$ cat src/rtl/ffba_pkg.sv
// shared constants, command codes and controller/datapath signal types
`timescale 1ns / 1ps

package ffba_pkg;

   localparam int ARENA_GRANULES_DEFAULT = 1024;
   localparam int GRANULE_BYTES = 32;
   localparam int GRANULE_SHIFT = 5;
   localparam int CMD_W = 2;
   localparam int BYTES_W = 15;
   localparam int ADDR_W = 15;
   localparam int NEED_W = BYTES_W + 1 - GRANULE_SHIFT;
   localparam int REL_W = ADDR_W - GRANULE_SHIFT;

   localparam logic [CMD_W-1:0] CMD_ALLOC = 2'd0;
   localparam logic [CMD_W-1:0] CMD_RELEASE = 2'd1;
   localparam logic [CMD_W-1:0] CMD_REPORT = 2'd2;

   typedef enum logic [3:0] {
      DP_NOP,
      DP_CLEAR,
      DP_CAPTURE,
      DP_READ,
      DP_WALK,
      DP_PTR_REL,
      DP_PTR_PREV,
      DP_WRITE_REM,
      DP_WRITE_TAKEN,
      DP_MERGE_NEXT,
      DP_MERGE_PREV,
      DP_WRITE_H_KEEP,
      DP_WRITE_H_DROP,
      DP_RELINK,
      DP_PUBLISH
   } dp_op_type;

   typedef struct packed {
      dp_op_type op;
      logic      fail;
   } dp_cmd_type;

   typedef struct packed {
      logic             rd_valid;
      logic             rd_free;
      logic             fits;
      logic             exact;
      logic             in_range;
      logic             last;
      logic             hdr_zero;
      logic             rel_bad;
      logic [CMD_W-1:0] cmd;
   } dp_status_type;

endpackage

$ cat src/rtl/ffba_controller.sv
// sequencer for clearing, allocate walk, release merging and report walk
`timescale 1ns / 1ps

module ffba_controller import ffba_pkg::*; (
   input  logic          clock,
   input  logic          reset,
   input  logic          req_valid,
   output logic          req_ready,
   output logic          rsp_valid,
   input  logic          rsp_ready,
   input  dp_status_type dp_status,
   output dp_cmd_type    dp_cmd
);

   typedef enum logic [4:0] {
      ST_CLEAR,
      ST_IDLE,
      ST_DISPATCH,
      ST_A_READ,
      ST_A_EVAL,
      ST_A_SPLIT,
      ST_A_TAKE,
      ST_R_CHECK,
      ST_R_READ_H,
      ST_R_EVAL_H,
      ST_R_READ_N,
      ST_R_EVAL_N,
      ST_R_PREV_SEL,
      ST_R_READ_P,
      ST_R_EVAL_P,
      ST_R_WRITE_HG,
      ST_R_WRITE_HF,
      ST_RL_READ,
      ST_RL_WRITE,
      ST_DONE
   } state_type;

   state_type state_ff, state_in;
   logic      ret_prev_ff, ret_prev_in;
   logic      split_ff, split_in;
   logic      rsp_valid_ff, rsp_valid_in;
   state_type relink_ret;

   assign relink_ret = ret_prev_ff ? ST_R_PREV_SEL : ST_DONE;

   always_comb begin
      state_in = state_ff;
      ret_prev_in = ret_prev_ff;
      split_in = split_ff;
      rsp_valid_in = rsp_valid_ff && !rsp_ready;
      dp_cmd.op = DP_NOP;
      dp_cmd.fail = 1'b0;
      unique case (state_ff)
         ST_CLEAR: begin
            dp_cmd.op = DP_CLEAR;
            if (dp_status.last) begin
               state_in = ST_IDLE;
            end
         end
         ST_IDLE: begin
            if (req_valid) begin
               dp_cmd.op = DP_CAPTURE;
               state_in = ST_DISPATCH;
            end
         end
         ST_DISPATCH: begin
            ret_prev_in = 1'b0;
            if ((dp_status.cmd == CMD_ALLOC) || (dp_status.cmd == CMD_REPORT)) begin
               state_in = ST_A_READ;
            end else if (dp_status.cmd == CMD_RELEASE) begin
               state_in = ST_R_CHECK;
            end else begin
               state_in = ST_DONE;
            end
         end
         ST_A_READ: begin
            if (dp_status.in_range) begin
               dp_cmd.op = DP_READ;
               state_in = ST_A_EVAL;
            end else begin
               dp_cmd.fail = dp_status.cmd == CMD_ALLOC;
               state_in = ST_DONE;
            end
         end
         ST_A_EVAL: begin
            dp_cmd.op = DP_WALK;
            if (!dp_status.rd_valid) begin
               dp_cmd.fail = dp_status.cmd == CMD_ALLOC;
               state_in = ST_DONE;
            end else if ((dp_status.cmd == CMD_ALLOC) && dp_status.rd_free &&
                         dp_status.fits) begin
               split_in = !dp_status.exact;
               state_in = dp_status.exact ? ST_A_TAKE : ST_A_SPLIT;
            end else begin
               state_in = ST_A_READ;
            end
         end
         ST_A_SPLIT: begin
            dp_cmd.op = DP_WRITE_REM;
            state_in = ST_A_TAKE;
         end
         ST_A_TAKE: begin
            dp_cmd.op = DP_WRITE_TAKEN;
            state_in = split_ff ? ST_RL_READ : ST_DONE;
         end
         ST_R_CHECK: begin
            if (dp_status.rel_bad) begin
               dp_cmd.fail = 1'b1;
               state_in = ST_DONE;
            end else begin
               dp_cmd.op = DP_PTR_REL;
               state_in = ST_R_READ_H;
            end
         end
         ST_R_READ_H: begin
            dp_cmd.op = DP_READ;
            state_in = ST_R_EVAL_H;
         end
         ST_R_EVAL_H: begin
            if (!dp_status.rd_valid || dp_status.rd_free) begin
               dp_cmd.fail = 1'b1;
               state_in = ST_DONE;
            end else begin
               dp_cmd.op = DP_WALK;
               state_in = ST_R_READ_N;
            end
         end
         ST_R_READ_N: begin
            if (dp_status.in_range) begin
               dp_cmd.op = DP_READ;
               state_in = ST_R_EVAL_N;
            end else begin
               state_in = ST_R_PREV_SEL;
            end
         end
         ST_R_EVAL_N: begin
            if (dp_status.rd_valid && dp_status.rd_free) begin
               dp_cmd.op = DP_MERGE_NEXT;
               ret_prev_in = 1'b1;
               state_in = ST_RL_READ;
            end else begin
               state_in = ST_R_PREV_SEL;
            end
         end
         ST_R_PREV_SEL: begin
            ret_prev_in = 1'b0;
            if (dp_status.hdr_zero) begin
               state_in = ST_R_WRITE_HF;
            end else begin
               dp_cmd.op = DP_PTR_PREV;
               state_in = ST_R_READ_P;
            end
         end
         ST_R_READ_P: begin
            if (dp_status.in_range) begin
               dp_cmd.op = DP_READ;
               state_in = ST_R_EVAL_P;
            end else begin
               state_in = ST_R_WRITE_HF;
            end
         end
         ST_R_EVAL_P: begin
            if (dp_status.rd_valid && dp_status.rd_free) begin
               dp_cmd.op = DP_MERGE_PREV;
               state_in = ST_R_WRITE_HG;
            end else begin
               state_in = ST_R_WRITE_HF;
            end
         end
         ST_R_WRITE_HG: begin
            dp_cmd.op = DP_WRITE_H_DROP;
            ret_prev_in = 1'b0;
            state_in = ST_RL_READ;
         end
         ST_R_WRITE_HF: begin
            dp_cmd.op = DP_WRITE_H_KEEP;
            state_in = ST_DONE;
         end
         ST_RL_READ: begin
            if (dp_status.in_range) begin
               dp_cmd.op = DP_READ;
               state_in = ST_RL_WRITE;
            end else begin
               state_in = relink_ret;
            end
         end
         ST_RL_WRITE: begin
            if (dp_status.rd_valid) begin
               dp_cmd.op = DP_RELINK;
            end
            state_in = relink_ret;
         end
         ST_DONE: begin
            if (!rsp_valid_ff || rsp_ready) begin
               dp_cmd.op = DP_PUBLISH;
               rsp_valid_in = 1'b1;
               state_in = ST_IDLE;
            end
         end
         default: begin
            state_in = ST_IDLE;
         end
      endcase
   end

   always_ff @(posedge clock) begin
      if (reset) begin
         state_ff <= ST_CLEAR;
         ret_prev_ff <= 1'b0;
         split_ff <= 1'b0;
         rsp_valid_ff <= 1'b0;
      end else begin
         state_ff <= state_in;
         ret_prev_ff <= ret_prev_in;
         split_ff <= split_in;
         rsp_valid_ff <= rsp_valid_in;
      end
   end

   assign req_ready = state_ff == ST_IDLE;
   assign rsp_valid = rsp_valid_ff;

endmodule

$ cat config.mk
export PLATFORM = sky130hd
export DESIGN_NAME = ffba_controller
export DESIGN_NICKNAME = d
export VERILOG_FILES = /design/src/rtl/ffba_pkg.sv /design/src/rtl/ffba_controller.sv
export SDC_FILE = /design/constraint.sdc
export NUM_CORES = 1
export LEC_CHECK = 0
export BUFFER_PORTS_ARGS = -buffer_cell sky130_fd_sc_hd__buf_2
export CAP_MARGIN = 5
export CORE_MARGIN = 2
export CORE_UTILIZATION = 55
export CTS_CLUSTER_DIAMETER = 50
export DETAILED_ROUTE_END_ITERATION = 7
export PLACE_DENSITY = 0.79
export SYNTH_ARGS = -nofsm -noshare
export SYNTH_HDL_FRONTEND = slang
export SYNTH_SLANG_ARGS = --single-unit
$ cat constraint.sdc
create_clock -name clock -period 2.1 [get_ports clock]
set_input_delay 0.42 -clock clock [delete_from_list [all_inputs] [get_ports clock]]
set_output_delay 0.42 -clock clock [all_outputs]
set_load 0.01 [all_outputs]
==> results.cfg <==
[run]
drv_cap = 0

[layout]
finalInstanceArea_sq_um = 1660
drive_gt1_frac = 0.384
n_antenna_cell = 0
area_growth_pct = 41.0
utilization = 0.838
finalNetCount = 235

[detailed_routing]
vias_per_cell = 6.84
drtPass1Iterations = 5
wl_per_cell_um = 20.6
route.antenna.remaining_nets = 0
first_iter_violations = 158
drc_errors = 0
drt-total-wl_um = 5060
vias = 1682

[die]
dieHeight_um = 50.3
start_util = 0.595
core_area_sq_um = 1980
rows = 16
ios = 21
die_width_um = 50.3
die_area_sq_um = 2530

[critical_path]
endpoint = dp_cmd[2]
startpoint = state_ff[3]
r2r-start = state_ff[2]
cp.depth = 6
required_ns = 1.68
cp_top_family = simple AND/OR/NAND/NOR gates
crit_fanout = 4
slowest_stage = or4_1
crit_path_end_kind = primary output
start_kind = flop
timing.setup.critical_path_class = flop to primary output
r2r_cells = 8
arrival_ns = 1.85
crit_chain = nor3b_2 > a31oi_4 > a2bb2oi_2 > o22ai_2 > or4_1 > buf_2
r2r_slack_ns = 0.10
crit_buf_inv = 1
cp_slowest_stage_delay_ns = 0.49
reg2reg_to = state_ff[0]

[logic_synthesis]
synth_most_common_cell = nand2_1
syn-num-nets = 187
netlist_instances = 173
synth.area.top_cells = dfxtp_1 (14%), nand2b_1 (7.4%), nand2_1 (7.0%), nor2_1 (6.7%), a31oi_1 (3.7%)
yosysSeqAreaShare = 0.136
synth-edff-count = 0
synthArstFlopShare = 0
synth-seq-cells = 8
synth_top_cell_by_area = dfxtp_1
mappedNetlistArea_sq_um = 1180
synth_top_area_share = 0.136
synth_cell_type_count = 56
ys.flop_type = dfxtp_1
synth_commonest_cells = nand2_1 (22), nor2_1 (21), nand2b_1 (14)
avgSynthCellArea_sq_um = 6.81
yosysWarnings = 0

[sta]
max_freq_mhz = 440
hold_violations = 0
max_slew_margin = 0.495
fin_worst_skew_ns = 0.0114
rsz0062_at_grt = true
setup_ws_ns = -0.172
period_share = 1.08
finalCriticalPeriod_ns = 2.27
finalSetupViolations = 5
tightest_slew_ns = 0.748
slew_violations = 0
hold_ws_ns = 0.459

[grt]
grt_overflow_total = 0
grt_pass1_wl_um = 7780
grt_max_degree = 17
grt_pass1_vias = 1570
grt_use_total = 0.407
antenna_found_initial = 0

[power]
irDropWorstVdd_mv = 0.265
power_leakage_nw = 0.664
powerDensity_nw_per_um2 = 306

[min_path]
hold_path.class = input port to flop

[clock_tree]
cts-root-buf = clkbuf_4
cts_htree_levels = 1
clockBufferDepth = 2
tritoncts = done
numCtsBuffers = 3
clock_latency_ns = 0.26
cts_sinks = 8
clk_pin_slew_ns = 0.06

[place]
postPlaceCellArea_sq_um = 1440
portBuffers = 20
dp_hpwl_um = 3110
gp_congestion = 1.04
preCtsSetupSlack_ns = -0.0904

[status]
violations = negative setup slack
status = complete, but fails checks
cell type report:
type	count	area [sq um]
multi-input combinational	147	993
fill	129	320
sequential	8	174
clock buffer	3	22.5
inverter	2	7.51
timing repair buffer	59	430
tap	27	33.8
worst min-delay path by stage:
stage,from,end,slack (ns),cells past startpoint
after floorplan,split_ff,split_ff,0.49,2
after global placement,split_ff,split_ff,0.52,2
after detailed placement,split_ff,split_ff,0.53,2
after CTS,reset,state_ff[3],0.45,2
after global routing,reset,state_ff[2],0.47,2
final,reset,state_ff[2],0.46,2
cell families (layout without fill, tap and decap cells):
family,count (synthesis),after routing,share of synthesized area
compound gates,51,51,0.322
xor+xnor,1,1,0.00743
buf+inv,18,64,0.0966
flops,8,8,0.136
mux,1,1,0.00849
simple gates,94,94,0.430
layout by cell type, fill, tap and decap left out, drive strengths merged, types with 2 or more instances in the layout:
master	instances
a211o	2
a2bb2oi	2
or3	2
nand2	22
nand3b	3
o22ai	4
or4	2
nor2	21
o21a	2
o31a	2
nand3	3
and3	2
dfxtp	8
nor3	6
nor3b	2
a31oi	7
nand2b	14
a211oi	3
inv	2
buf	59
nor2b	6
a21boi	3
clkbuf	3
or3b	2
o21ai	4
a21oi	8
nand4	2
nor4	3
worst register-to-register path, delay by kind of cell (launching register included):
kind,cells,cell delay (ns)
AO/OA/AOI/OAI,4,0.91
buffers and inverters,3,0.42
flip-flops,1,0.37
AND/OR/NAND/NOR,1,0.17
registers in the layout, summed over array words and instances (netlist names):
signal and count:
rsp_valid 1, state_ff 5, ret_prev_ff 1, split_ff 1
repair_timing:
item | 4_1_cts | 5_1_grt
hold buffers | 0 | 0
hold endpoints to repair | 0 | 0
setup buffers | 7 | 1
gates resized for setup | 29 | 4
setup endpoints to repair | 5 | 5
cloned | 0 | 0
pin swaps | 6 | 4
where the power goes:
part	internal (mW)	total (mW)	leakage (nW)	switching [mW]
clock	0.0656	0.121	0.0138	0.0552
sequential	0.155	0.163	0.0679	0.00765
combinational	0.102	0.225	0.582	0.123
total	0.323	0.509	0.664	0.186
routing by layer:
| metal | global-route usage | vias up | wire length, um |
|---|---|---|---|
| li1 | - | 729 | - |
| met1 | 0.506 | 739 | 1820 |
| met2 | 0.671 | 169 | 2250 |
| met3 | 0.0417 | 45 | 594 |
| met4 | 0.252 | 0 | 401 |
| met5 | 0 | - | 0 |
stage by stage:
stage / setup TNS, ns / cells / power, mW
6_report: -0.560 / 246 / 0.509
4_1_cts: -0.339 / 245 / 0.490
3_5_place_dp: -0.0904 / 235 / 0.354
3_3_place_gp: -0.0653 / 235 / 0.350
5_1_grt: -0.824 / 246 / 0.526
2_1_floorplan: 0 / 173 / 0.287
Power figures use the tool's default switching activity.
